`src/hw/rtl/bfpe_pkg.sv`:
```
// Shared types and constants for the brainfuck program executor.
`timescale 1ns / 1ps

package bfpe_pkg;

    typedef enum logic [1:0] {
        OPER_CLEAR  = 2'd0,
        OPER_APPEND = 2'd1,
        OPER_QUEUE  = 2'd2,
        OPER_RUN    = 2'd3
    } oper_t;

    typedef enum logic [2:0] {
        CMD_INC   = 3'd0,
        CMD_DEC   = 3'd1,
        CMD_LEFT  = 3'd2,
        CMD_RIGHT = 3'd3,
        CMD_PRINT = 3'd4,
        CMD_READ  = 3'd5,
        CMD_OPEN  = 3'd6,
        CMD_CLOSE = 3'd7
    } cmd_code_t;

    typedef enum logic [2:0] {
        STAT_OK         = 3'd0,
        STAT_UNMATCHED  = 3'd1,
        STAT_STEPS      = 3'd2,
        STAT_OUTPUT     = 3'd3,
        STAT_PROG_FULL  = 3'd4,
        STAT_QUEUE_FULL = 3'd5
    } status_t;

    typedef struct packed {
        oper_t     operation;
        cmd_code_t command_code;
        logic [7:0] data_byte;
    } item_t;

    typedef struct packed {
        logic [7:0] out_byte;
        logic       is_last;
        status_t    status;
        logic       edge_hit;
        logic       input_underrun;
    } result_t;

    typedef struct packed {
        logic cell_we;
        logic edge_hit;
        logic underrun;
        logic pop;
        logic cell_zero;
    } alu_flags_t;

    typedef struct packed {
        logic empty;
        logic full;
    } q_status_t;

    localparam logic [5:0]  MAX_PRINTS        = 6'd63;
    localparam logic [15:0] STEP_LIMIT_RESET  = 16'hFFFF;
    localparam logic        REG_STEP_LIMIT    = 1'b0;

endpackage

```
`src/hw/rtl/bfpe_alu.sv`:
```
// Shared execution unit: cell update, pointer move and zero test for one command.
`timescale 1ns / 1ps

module bfpe_alu #(
    parameter int TAPE_DEPTH = 128,
    parameter int PW         = 7
) (
    input  bfpe_pkg::cmd_code_t  code,
    input  logic [7:0]           cell_val,
    input  logic [PW-1:0]        ptr,
    input  logic [7:0]           q_data,
    input  logic                 q_empty,
    output logic [7:0]           cell_new,
    output logic [PW-1:0]        ptr_new,
    output bfpe_pkg::alu_flags_t flags
);
    import bfpe_pkg::*;

    logic [7:0] sum;

    assign sum = cell_val + ((code == CMD_DEC) ? 8'hFF : 8'h01);

    always_comb
    begin
        cell_new = sum;
        ptr_new  = ptr;
        flags    = '0;
        flags.cell_zero = (cell_val == 8'd0);
        case (code)
            CMD_INC, CMD_DEC:
            begin
                flags.cell_we = 1'b1;
            end
            CMD_LEFT:
            begin
                if (ptr == '0)
                begin
                    flags.edge_hit = 1'b1;
                end
                else
                begin
                    ptr_new = ptr - PW'(1);
                end
            end
            CMD_RIGHT:
            begin
                if (ptr == PW'(TAPE_DEPTH - 1))
                begin
                    flags.edge_hit = 1'b1;
                end
                else
                begin
                    ptr_new = ptr + PW'(1);
                end
            end
            CMD_READ:
            begin
                flags.cell_we = 1'b1;
                if (q_empty)
                begin
                    cell_new       = 8'd0;
                    flags.underrun = 1'b1;
                end
                else
                begin
                    cell_new  = q_data;
                    flags.pop = 1'b1;
                end
            end
            default:
            begin
                cell_new = sum;
            end
        endcase
    end

endmodule

```
`src/hw/rtl/bfpe_in_queue.sv`:
```
// Input byte queue: first-in first-out memory with a registered head read.
`timescale 1ns / 1ps

module bfpe_in_queue #(
    parameter int DEPTH = 16
) (
    input  logic                clk,
    input  logic                rst_n,
    input  logic                push,
    input  logic [7:0]          push_data,
    input  logic                pop,
    output logic [7:0]          rd_data,
    output bfpe_pkg::q_status_t q_status
);
    import bfpe_pkg::*;

    localparam int AW = (DEPTH > 1) ? $clog2(DEPTH) : 1;
    localparam int CW = $clog2(DEPTH + 1);

    logic [7:0]    mem [DEPTH];
    logic [AW-1:0] head_reg, head_next;
    logic [AW-1:0] tail_reg, tail_next;
    logic [CW-1:0] count_reg, count_next;
    logic [7:0]    rd_reg;

    assign q_status.empty = (count_reg == '0);
    assign q_status.full  = (count_reg == CW'(DEPTH));
    assign rd_data        = rd_reg;

    always_comb
    begin
        head_next  = head_reg;
        tail_next  = tail_reg;
        count_next = count_reg;
        if (push && !q_status.full)
        begin
            tail_next  = (tail_reg == AW'(DEPTH - 1)) ? '0 : tail_reg + AW'(1);
            count_next = count_reg + CW'(1);
        end
        else if (pop && !q_status.empty)
        begin
            head_next  = (head_reg == AW'(DEPTH - 1)) ? '0 : head_reg + AW'(1);
            count_next = count_reg - CW'(1);
        end
    end

    always_ff @(posedge clk or negedge rst_n)
    begin
        if (!rst_n)
        begin
            head_reg  <= '0;
            tail_reg  <= '0;
            count_reg <= '0;
        end
        else
        begin
            head_reg  <= head_next;
            tail_reg  <= tail_next;
            count_reg <= count_next;
        end
    end

    always_ff @(posedge clk)
    begin
        if (push && !q_status.full)
        begin
            mem[tail_reg] <= push_data;
        end
        rd_reg <= mem[head_reg];
    end

endmodule

```
`src/hw/rtl/brainfuck_program_executor.sv`:
```
// Top level of the brainfuck program executor: sequencer, program and tape memories.
`timescale 1ns / 1ps

// An item is taken when start is high and busy is low, and every item ends with one
// status result marked by is_last; results appear for one cycle on result_valid and
// cannot be held off. Clear, append and queue items answer in the next cycle and the
// block is ready again at once. A run first checks the brackets, reading and then
// evaluating each program command in turn; it then executes each command by a fetch
// and an execute through the shared unit, and a bracket jump reads and evaluates
// every command it passes over. After reset the tape is cleared one cell per cycle
// with busy high until the last cell; configuration writes are taken at any time.
module brainfuck_program_executor #(
    parameter int PROGRAM_DEPTH     = 128,
    parameter int TAPE_DEPTH        = 128,
    parameter int INPUT_QUEUE_DEPTH = 16
) (
    input  logic              clk,
    input  logic              rst_n,
    input  logic              start,
    input  bfpe_pkg::item_t   item,
    output logic              busy,
    output logic              result_valid,
    output bfpe_pkg::result_t result,
    input  logic              psel,
    input  logic              penable,
    input  logic              pwrite,
    input  logic [2:0]        paddr,
    input  logic [31:0]       pwdata,
    output logic [31:0]       prdata,
    output logic              pready
);
    import bfpe_pkg::*;

    localparam int PAW = $clog2(PROGRAM_DEPTH);
    localparam int PLW = $clog2(PROGRAM_DEPTH + 1);
    localparam int TAW = $clog2(TAPE_DEPTH);

    typedef enum logic [7:0] {
        S_CLEAR     = 8'b0000_0001,
        S_IDLE      = 8'b0000_0010,
        S_CHK_RD    = 8'b0000_0100,
        S_CHK_EVAL  = 8'b0000_1000,
        S_FETCH     = 8'b0001_0000,
        S_EXEC      = 8'b0010_0000,
        S_SCAN_RD   = 8'b0100_0000,
        S_SCAN_EVAL = 8'b1000_0000
    } state_t;

    state_t         state_reg, state_next;
    logic [PLW-1:0] pc_reg, pc_next;
    logic [PLW-1:0] len_reg, len_next;
    logic [PLW-1:0] depth_reg, depth_next;
    logic [15:0]    steps_reg, steps_next;
    logic [5:0]     nprint_reg, nprint_next;
    logic           edge_reg, edge_next;
    logic           under_reg, under_next;
    logic           dir_reg, dir_next;
    logic [TAW-1:0] ptr_reg, ptr_next;
    logic [TAW-1:0] clr_reg, clr_next;
    result_t        res_reg, res_next;
    logic           res_valid_reg, res_valid_next;
    logic [15:0]    step_limit_reg;

    cmd_code_t      prog_mem [PROGRAM_DEPTH];
    cmd_code_t      prog_rd_reg;
    logic           prog_we;
    logic [7:0]     tape_mem [TAPE_DEPTH];
    logic [7:0]     tape_rd_reg;
    logic           tape_we;
    logic [TAW-1:0] tape_waddr;
    logic [7:0]     tape_wdata;

    logic           q_push;
    logic           q_pop;
    logic [7:0]     q_data;
    q_status_t      q_status;

    logic [7:0]     alu_cell;
    logic [TAW-1:0] alu_ptr;
    alu_flags_t     alu_flags;

    cmd_code_t      scan_target;
    cmd_code_t      scan_other;
    logic [PLW-1:0] scan_pc;

    assign busy         = (state_reg != S_IDLE);
    assign result_valid = res_valid_reg;
    assign result       = res_reg;
    assign pready       = 1'b1;
    assign prdata       = (paddr[2] == REG_STEP_LIMIT) ? {16'd0, step_limit_reg} : 32'd0;

    bfpe_alu #(
        .TAPE_DEPTH (TAPE_DEPTH),
        .PW         (TAW)
    ) u_alu (
        .code     (prog_rd_reg),
        .cell_val (tape_rd_reg),
        .ptr      (ptr_reg),
        .q_data   (q_data),
        .q_empty  (q_status.empty),
        .cell_new (alu_cell),
        .ptr_new  (alu_ptr),
        .flags    (alu_flags)
    );

    bfpe_in_queue #(
        .DEPTH (INPUT_QUEUE_DEPTH)
    ) u_in_queue (
        .clk       (clk),
        .rst_n     (rst_n),
        .push      (q_push),
        .push_data (item.data_byte),
        .pop       (q_pop),
        .rd_data   (q_data),
        .q_status  (q_status)
    );

    assign scan_target = dir_reg ? CMD_OPEN : CMD_CLOSE;
    assign scan_other  = dir_reg ? CMD_CLOSE : CMD_OPEN;
    assign scan_pc     = dir_reg ? pc_reg - PLW'(1) : pc_reg + PLW'(1);

    always_comb
    begin
        state_next     = state_reg;
        pc_next        = pc_reg;
        len_next       = len_reg;
        depth_next     = depth_reg;
        steps_next     = steps_reg;
        nprint_next    = nprint_reg;
        edge_next      = edge_reg;
        under_next     = under_reg;
        dir_next       = dir_reg;
        ptr_next       = ptr_reg;
        clr_next       = clr_reg;
        res_next       = res_reg;
        res_valid_next = 1'b0;
        prog_we        = 1'b0;
        tape_we        = 1'b0;
        tape_waddr     = ptr_reg;
        tape_wdata     = alu_cell;
        q_push         = 1'b0;
        q_pop          = 1'b0;

        case (state_reg)
            S_CLEAR:
            begin
                tape_we    = 1'b1;
                tape_waddr = clr_reg;
                tape_wdata = 8'd0;
                clr_next   = clr_reg + TAW'(1);
                if (clr_reg == TAW'(TAPE_DEPTH - 1))
                begin
                    state_next = S_IDLE;
                end
            end
            S_IDLE:
            begin
                if (start)
                begin
                    res_next = '{out_byte: 8'd0, is_last: 1'b1, status: STAT_OK,
                                 edge_hit: 1'b0, input_underrun: 1'b0};
                    case (item.operation)
                        OPER_CLEAR:
                        begin
                            len_next       = '0;
                            res_valid_next = 1'b1;
                        end
                        OPER_APPEND:
                        begin
                            res_valid_next = 1'b1;
                            if (len_reg == PLW'(PROGRAM_DEPTH))
                            begin
                                res_next.status = STAT_PROG_FULL;
                            end
                            else
                            begin
                                prog_we  = 1'b1;
                                len_next = len_reg + PLW'(1);
                            end
                        end
                        OPER_QUEUE:
                        begin
                            res_valid_next = 1'b1;
                            if (q_status.full)
                            begin
                                res_next.status = STAT_QUEUE_FULL;
                            end
                            else
                            begin
                                q_push = 1'b1;
                            end
                        end
                        default:
                        begin
                            pc_next     = '0;
                            depth_next  = '0;
                            steps_next  = '0;
                            nprint_next = '0;
                            edge_next   = 1'b0;
                            under_next  = 1'b0;
                            state_next  = S_CHK_RD;
                        end
                    endcase
                end
            end
            S_CHK_RD:
            begin
                if (pc_reg == len_reg)
                begin
                    if (depth_reg == '0)
                    begin
                        pc_next    = '0;
                        state_next = S_FETCH;
                    end
                    else
                    begin
                        res_next = '{out_byte: 8'd0, is_last: 1'b1, status: STAT_UNMATCHED,
                                     edge_hit: 1'b0, input_underrun: 1'b0};
                        res_valid_next = 1'b1;
                        state_next     = S_IDLE;
                    end
                end
                else
                begin
                    state_next = S_CHK_EVAL;
                end
            end
            S_CHK_EVAL:
            begin
                pc_next    = pc_reg + PLW'(1);
                state_next = S_CHK_RD;
                if (prog_rd_reg == CMD_OPEN)
                begin
                    depth_next = depth_reg + PLW'(1);
                end
                else if (prog_rd_reg == CMD_CLOSE)
                begin
                    if (depth_reg == '0)
                    begin
                        res_next = '{out_byte: 8'd0, is_last: 1'b1, status: STAT_UNMATCHED,
                                     edge_hit: 1'b0, input_underrun: 1'b0};
                        res_valid_next = 1'b1;
                        state_next     = S_IDLE;
                    end
                    else
                    begin
                        depth_next = depth_reg - PLW'(1);
                    end
                end
            end
            S_FETCH:
            begin
                res_next = '{out_byte: 8'd0, is_last: 1'b1, status: STAT_OK,
                             edge_hit: edge_reg, input_underrun: under_reg};
                if (pc_reg >= len_reg)
                begin
                    res_valid_next = 1'b1;
                    state_next     = S_IDLE;
                end
                else if (steps_reg >= step_limit_reg)
                begin
                    res_next.status = STAT_STEPS;
                    res_valid_next  = 1'b1;
                    state_next      = S_IDLE;
                end
                else
                begin
                    state_next = S_EXEC;
                end
            end
            S_EXEC:
            begin
                steps_next = steps_reg + 16'd1;
                pc_next    = pc_reg + PLW'(1);
                state_next = S_FETCH;
                tape_we    = alu_flags.cell_we;
                ptr_next   = alu_ptr;
                q_pop      = alu_flags.pop;
                edge_next  = edge_reg | alu_flags.edge_hit;
                under_next = under_reg | alu_flags.underrun;
                case (prog_rd_reg)
                    CMD_PRINT:
                    begin
                        res_valid_next = 1'b1;
                        if (nprint_reg == MAX_PRINTS)
                        begin
                            res_next = '{out_byte: 8'd0, is_last: 1'b1,
                                         status: STAT_OUTPUT, edge_hit: edge_reg,
                                         input_underrun: under_reg};
                            state_next = S_IDLE;
                        end
                        else
                        begin
                            res_next = '{out_byte: tape_rd_reg, is_last: 1'b0,
                                         status: STAT_OK, edge_hit: 1'b0,
                                         input_underrun: 1'b0};
                            nprint_next = nprint_reg + 6'd1;
                        end
                    end
                    CMD_OPEN:
                    begin
                        if (alu_flags.cell_zero)
                        begin
                            dir_next   = 1'b0;
                            depth_next = '0;
                            state_next = S_SCAN_RD;
                        end
                    end
                    CMD_CLOSE:
                    begin
                        if (!alu_flags.cell_zero)
                        begin
                            dir_next   = 1'b1;
                            depth_next = '0;
                            pc_next    = pc_reg - PLW'(1);
                            state_next = S_SCAN_RD;
                        end
                    end
                    default:
                    begin
                        state_next = S_FETCH;
                    end
                endcase
            end
            S_SCAN_RD:
            begin
                state_next = S_SCAN_EVAL;
            end
            S_SCAN_EVAL:
            begin
                pc_next    = scan_pc;
                state_next = S_SCAN_RD;
                if (prog_rd_reg == scan_target)
                begin
                    if (depth_reg == '0)
                    begin
                        pc_next    = pc_reg + PLW'(1);
                        state_next = S_FETCH;
                    end
                    else
                    begin
                        depth_next = depth_reg - PLW'(1);
                    end
                end
                else if (prog_rd_reg == scan_other)
                begin
                    depth_next = depth_reg + PLW'(1);
                end
            end
            default:
            begin
                state_next = S_IDLE;
            end
        endcase
    end

    always_ff @(posedge clk or negedge rst_n)
    begin
        if (!rst_n)
        begin
            state_reg      <= S_CLEAR;
            pc_reg         <= '0;
            len_reg        <= '0;
            depth_reg      <= '0;
            steps_reg      <= '0;
            nprint_reg     <= '0;
            edge_reg       <= 1'b0;
            under_reg      <= 1'b0;
            dir_reg        <= 1'b0;
            ptr_reg        <= '0;
            clr_reg        <= '0;
            res_valid_reg  <= 1'b0;
            step_limit_reg <= STEP_LIMIT_RESET;
        end
        else
        begin
            state_reg     <= state_next;
            pc_reg        <= pc_next;
            len_reg       <= len_next;
            depth_reg     <= depth_next;
            steps_reg     <= steps_next;
            nprint_reg    <= nprint_next;
            edge_reg      <= edge_next;
            under_reg     <= under_next;
            dir_reg       <= dir_next;
            ptr_reg       <= ptr_next;
            clr_reg       <= clr_next;
            res_valid_reg <= res_valid_next;
            if (psel && penable && pwrite && (paddr[2] == REG_STEP_LIMIT))
            begin
                step_limit_reg <= pwdata[15:0];
            end
        end
    end

    always_ff @(posedge clk)
    begin
        res_reg <= res_next;
    end

    always_ff @(posedge clk)
    begin
        if (prog_we)
        begin
            prog_mem[len_reg[PAW-1:0]] <= item.command_code;
        end
        prog_rd_reg <= prog_mem[pc_reg[PAW-1:0]];
    end

    always_ff @(posedge clk)
    begin
        if (tape_we)
        begin
            tape_mem[tape_waddr] <= tape_wdata;
        end
        tape_rd_reg <= tape_mem[ptr_reg];
    end

endmodule

```
`config.mk`:
```
export PLATFORM = sky130hd
export DESIGN_NAME = brainfuck_program_executor
export DESIGN_NICKNAME = d
export VERILOG_FILES = /design/src/hw/rtl/bfpe_pkg.sv /design/src/hw/rtl/bfpe_alu.sv /design/src/hw/rtl/bfpe_in_queue.sv /design/src/hw/rtl/brainfuck_program_executor.sv
export SDC_FILE = /design/constraint.sdc
export NUM_CORES = 2
export LEC_CHECK = 0
export ABC_CLOCK_PERIOD_IN_PS = 3500
export BUFFER_PORTS_ARGS = -buffer_cell sky130_fd_sc_hd__buf_2
export CAP_MARGIN = 20
export CELL_PAD_IN_SITES_DETAIL_PLACEMENT = 1
export CELL_PAD_IN_SITES_GLOBAL_PLACEMENT = 2
export CORE_ASPECT_RATIO = 0.5
export CORE_MARGIN = 5
export CORE_UTILIZATION = 35
export CTS_CLUSTER_DIAMETER = 40
export CTS_CLUSTER_SIZE = 8
export DETAILED_ROUTE_END_ITERATION = 8
export PLACE_DENSITY = 0.74
export SETUP_SLACK_MARGIN = 0.4
export SLEW_MARGIN = 25
export SYNTH_ARGS = -nofsm -noshare
export SYNTH_HDL_FRONTEND = slang
export SYNTH_HIERARCHICAL = 1
export SYNTH_SLANG_ARGS = --single-unit
```
`constraint.sdc`:
```
create_clock -name clk -period 3.5 [get_ports clk]
set_input_delay 0.7 -clock clk [delete_from_list [all_inputs] [get_ports clk]]
set_output_delay 0.7 -clock clk [all_outputs]
set_load 0.02 [all_outputs]
```
==> run_results.csv <==
group,metric,value,unit
timing,worst_pin_slew,0.8909,ns
clocking,cts_tree,"yes",
timing,fin_setup_tns,0,ns
place,gp_congestion,0.8475,
synth,syn_area_per_cell,17.98,µm²
clocking,clock_path_buffers,4,
global_routing,grt_overflow,0,
drt,dr.max_layer_used,"met4",
global_routing,antenna_found_initial,6,
synth,synth_edf_count,1550,
cells_and_area,fillers,18770,
drt,ant_nets,0,
critical_path,critPathKind,"register to register",
timing,maxSlewViolCount,0,
timing,max_freq,327.5,MHz
critical_path,slowest_delay,0.57,ns
drt,drc,0,
run,drv_cap,0,
cells_and_area,mostFrequentLayoutCells,"edfxtp_1, mux4_2, nor2_1",
synth,ys.flop_type,"edfxtp_1",
status,outcome,"completed",
synth,syn_area,68200,µm²
place,place_ws,0.03678,ns
drt,post_drt_via_cell_ratio,5.398,
critical_path,path_cells,"or4_1 -> buf_4 -> nor2_1 -> buf_4 -> inv_1 -> a21o_1 -> a31oi_2 -> a31oi_4 -> and2_2",
cells_and_area,num-nets-final,4379,
global_routing,grt_pass1_vias,40220,
synth,synth_cells,3794,
place,placement.io_buffers,67,
floorplanning,start_util,0.3526,
timing,fin_skew,0.1340,ns
clocking,clock_latency,0.89,ns
synth,synth-seq-area-share,0.7254,
timing,worst_hold_slack,0.1198,ns
synth,synthArstFlopShare,0.06048,
cells_and_area,multi_input_area,17840,µm²
worst_hold_path,min_path_type,"input pin to register",
critical_path,slowest_stage,"or4_1",
clocking,path_clk_slew,0.05,ns
critical_path,start_kind,"register",
cells_and_area,syn2layout_area_growth,19.02,%
floorplanning,design.die.area,204300,µm²
clocking,cts.sinks,1670,
drt,vias,37680,
global_routing,grt_max_degree,76,
cells_and_area,top_register,"tape_mem",
global_routing,grt_pass1_wl,266.1,mm
timing,slew_headroom,0.4061,
critical_path,arrival,3.54,ns
clocking,ctsHtreeMaxLevel,4,
drt,wl,179.6,mm
floorplanning,fp.dieH,322.1,µm
synth,ys_ff_latch,1670,
synth,ys_types,89,
cells_and_area,largest_reg_flops,1024,
timing,finalCritPeriodShare,0.8725,
cells_and_area,drive_gt1_frac,0.2787,
drt,drt-met1-wl,75.77,mm
power_and_ir_drop,ir_worst_vdd,0.0005107,V
drt,route.met2.wl,89.43,mm
floorplanning,die_w,634.3,µm
drt,dr_wl_met3,10.05,mm
clocking,cts_buffers,243,
floorplanning,core,193400,µm²
timing,hold_viol,0,
critical_path,crit_fanout,30,
cells_and_area,final_common_cell,"edfxtp_1",
cells_and_area,register_area,49500,µm²
timing,fin_ws,0.4462,ns
critical_path,crit_path_end_kind,"register",
critical_path,worstPathRequired,3.99,ns
power_and_ir_drop,power_density,677.5,nW/µm²
timing,finalSetupViolCount,0,
floorplanning,ioPinCount,103,
place,hpwlAfterDp,113.4,mm
drt,drtIter0Drc,3296,
synth,ys_warn_count,6,
timing,finalWorstPathRequiredPeriod,3.054,ns
critical_path,path_common_cell,"buf_4",
drt,first_pass_iters,5,
global_routing,grt_usage,0.1717,
timing,rsz0062_at_grt,"true",
floorplanning,rows,114,
clocking,cts-root-buf,"clkbuf_16",
power_and_ir_drop,p_leak,0.02599,µW
drt,drt-wirelength-per-cell,25.74,µm
[routing by layer]
| metal | GRT usage | vias to the layer above |
|---|---|---|
| li1 | - | 16170 |
| met1 | 0.2298 | 20090 |
| met2 | 0.2924 | 1138 |
| met3 | 0.02858 | 277 |
| met4 | 0.04508 | 0 |
| met5 | 0 | - |
[cells by family after synthesis]
family          after synthesis  share of synthesized area
other cells                   2                  0.0001101
compound gates              397                    0.04018
flops                      1670                     0.7254
fa+ha+maj                    50                   0.009283
mux                         495                     0.1433
simple gates                855                    0.05834
xor+xnor                     40                   0.005137
buf+inv                     285                    0.01824
[cell type report]
type | count | share of cell area
Sequential cell | 1670 | 0.6098
Multi-Input combinational cell | 1861 | 0.2198
Clock inverter | 19 | 0.002990
Tap cell | 2610 | 0.04023
Clock buffer | 317 | 0.08002
Timing Repair Buffer | 435 | 0.04418
Inverter | 64 | 0.002960
Antenna cell | 3 | 0.00009249
[Yosys cell counts, drive strengths merged (7+ instances only)]
cell type	count	area [µm²]
a2111oi	14	122.6
a211oi	22	177.7
a21o	9	67.56
a21oi	53	265.3
a221oi	15	137.6
a22o	11	96.34
a22oi	47	352.8
a31oi	20	125.1
and2	20	125.1
and3	23	143.9
buf	99	545.5
clkbuf	122	457.9
dfrtp	84	2102
dfstp	17	446.7
dfxtp	19	380.4
edfxtp	1550	46540
ha	49	613.1
inv	63	236.5
mux2	26	292.8
mux2i	87	874.6
mux4	382	8603
nand2	191	716.9
nand2b	16	100.1
nand3	65	325.3
nand3b	10	75.07
nand4	34	212.7
nor2	365	1373
nor2b	19	118.9
nor3	48	245.2
nor3b	7	63.81
nor4	21	171.4
o211ai	23	172.7
o21ai	68	340.3
o221ai	7	61.31
o22a	10	96.35
o22ai	47	294.0
o31ai	10	75.07
or3	12	75.07
xnor2	25	219.0
xor2	15	131.4
[final timing paths]
check / slack [ns] / cells after the start / start / endpoint
min in group asynchronous: 0.44 / 2 / rst_n / steps_reg[10]
max in group asynchronous: 2.29 / 3 / rst_n / u_in_queue/count_reg[2]
hold / removal: 0.12 / 2 / pwdata[14] / step_limit_reg[14]
hold reg to reg: 0.49 / 2 / edge_reg / edge_reg
setup / recovery: 0.45 / 9 / u_in_queue/count_reg[0] / tape_mem[5][7]
setup reg to reg: 0.45 / 9 / u_in_queue/count_reg[0] / tape_mem[5][7]
[worst max-delay path, delay by kind of cell, from the launching register on]
family                 cells  cell delay, ns
buffers and inverters      3            0.43
DFF                        1            0.46
AOI/OAI and AO/OA          3            0.57
and+or+nand+nor            3            1.24
[per-stage QoR]
| step | power [µW] | utilization | instance area, µm² | std cells |
|---|---|---|---|---|
| 2_1_floorplan | 29970 | - | 68290 | 3809 |
| 3_3_place_gp | 33670 | 0.3826 | 74000 | 6622 |
| 3_5_place_dp | 34130 | 0.3826 | 74000 | 6622 |
| 4_1_cts | 55190 | 0.4178 | 80810 | 6959 |
| 5_1_grt | 57270 | 0.4196 | 81160 | 6977 |
| 6_report | 54990 | 0.4197 | 81170 | 6979 |
[timing repair]
action	in CTS	in global routing
gates cloned	0	9
setup buffers	0	8
pin swaps	0	6
hold buffers	1	0
setup endpoints to repair	354	722
resized for setup	20	37
endpoints found under the hold margin	23	0
[power breakdown]
group	internal (µW)	leakage (µW)	switching (µW)
clock	12800	0.00327	8110
combinational	3040	0.00736	6300
sequential	24100	0.0154	580
Note: power is estimated with default switching activity, not from simulation.
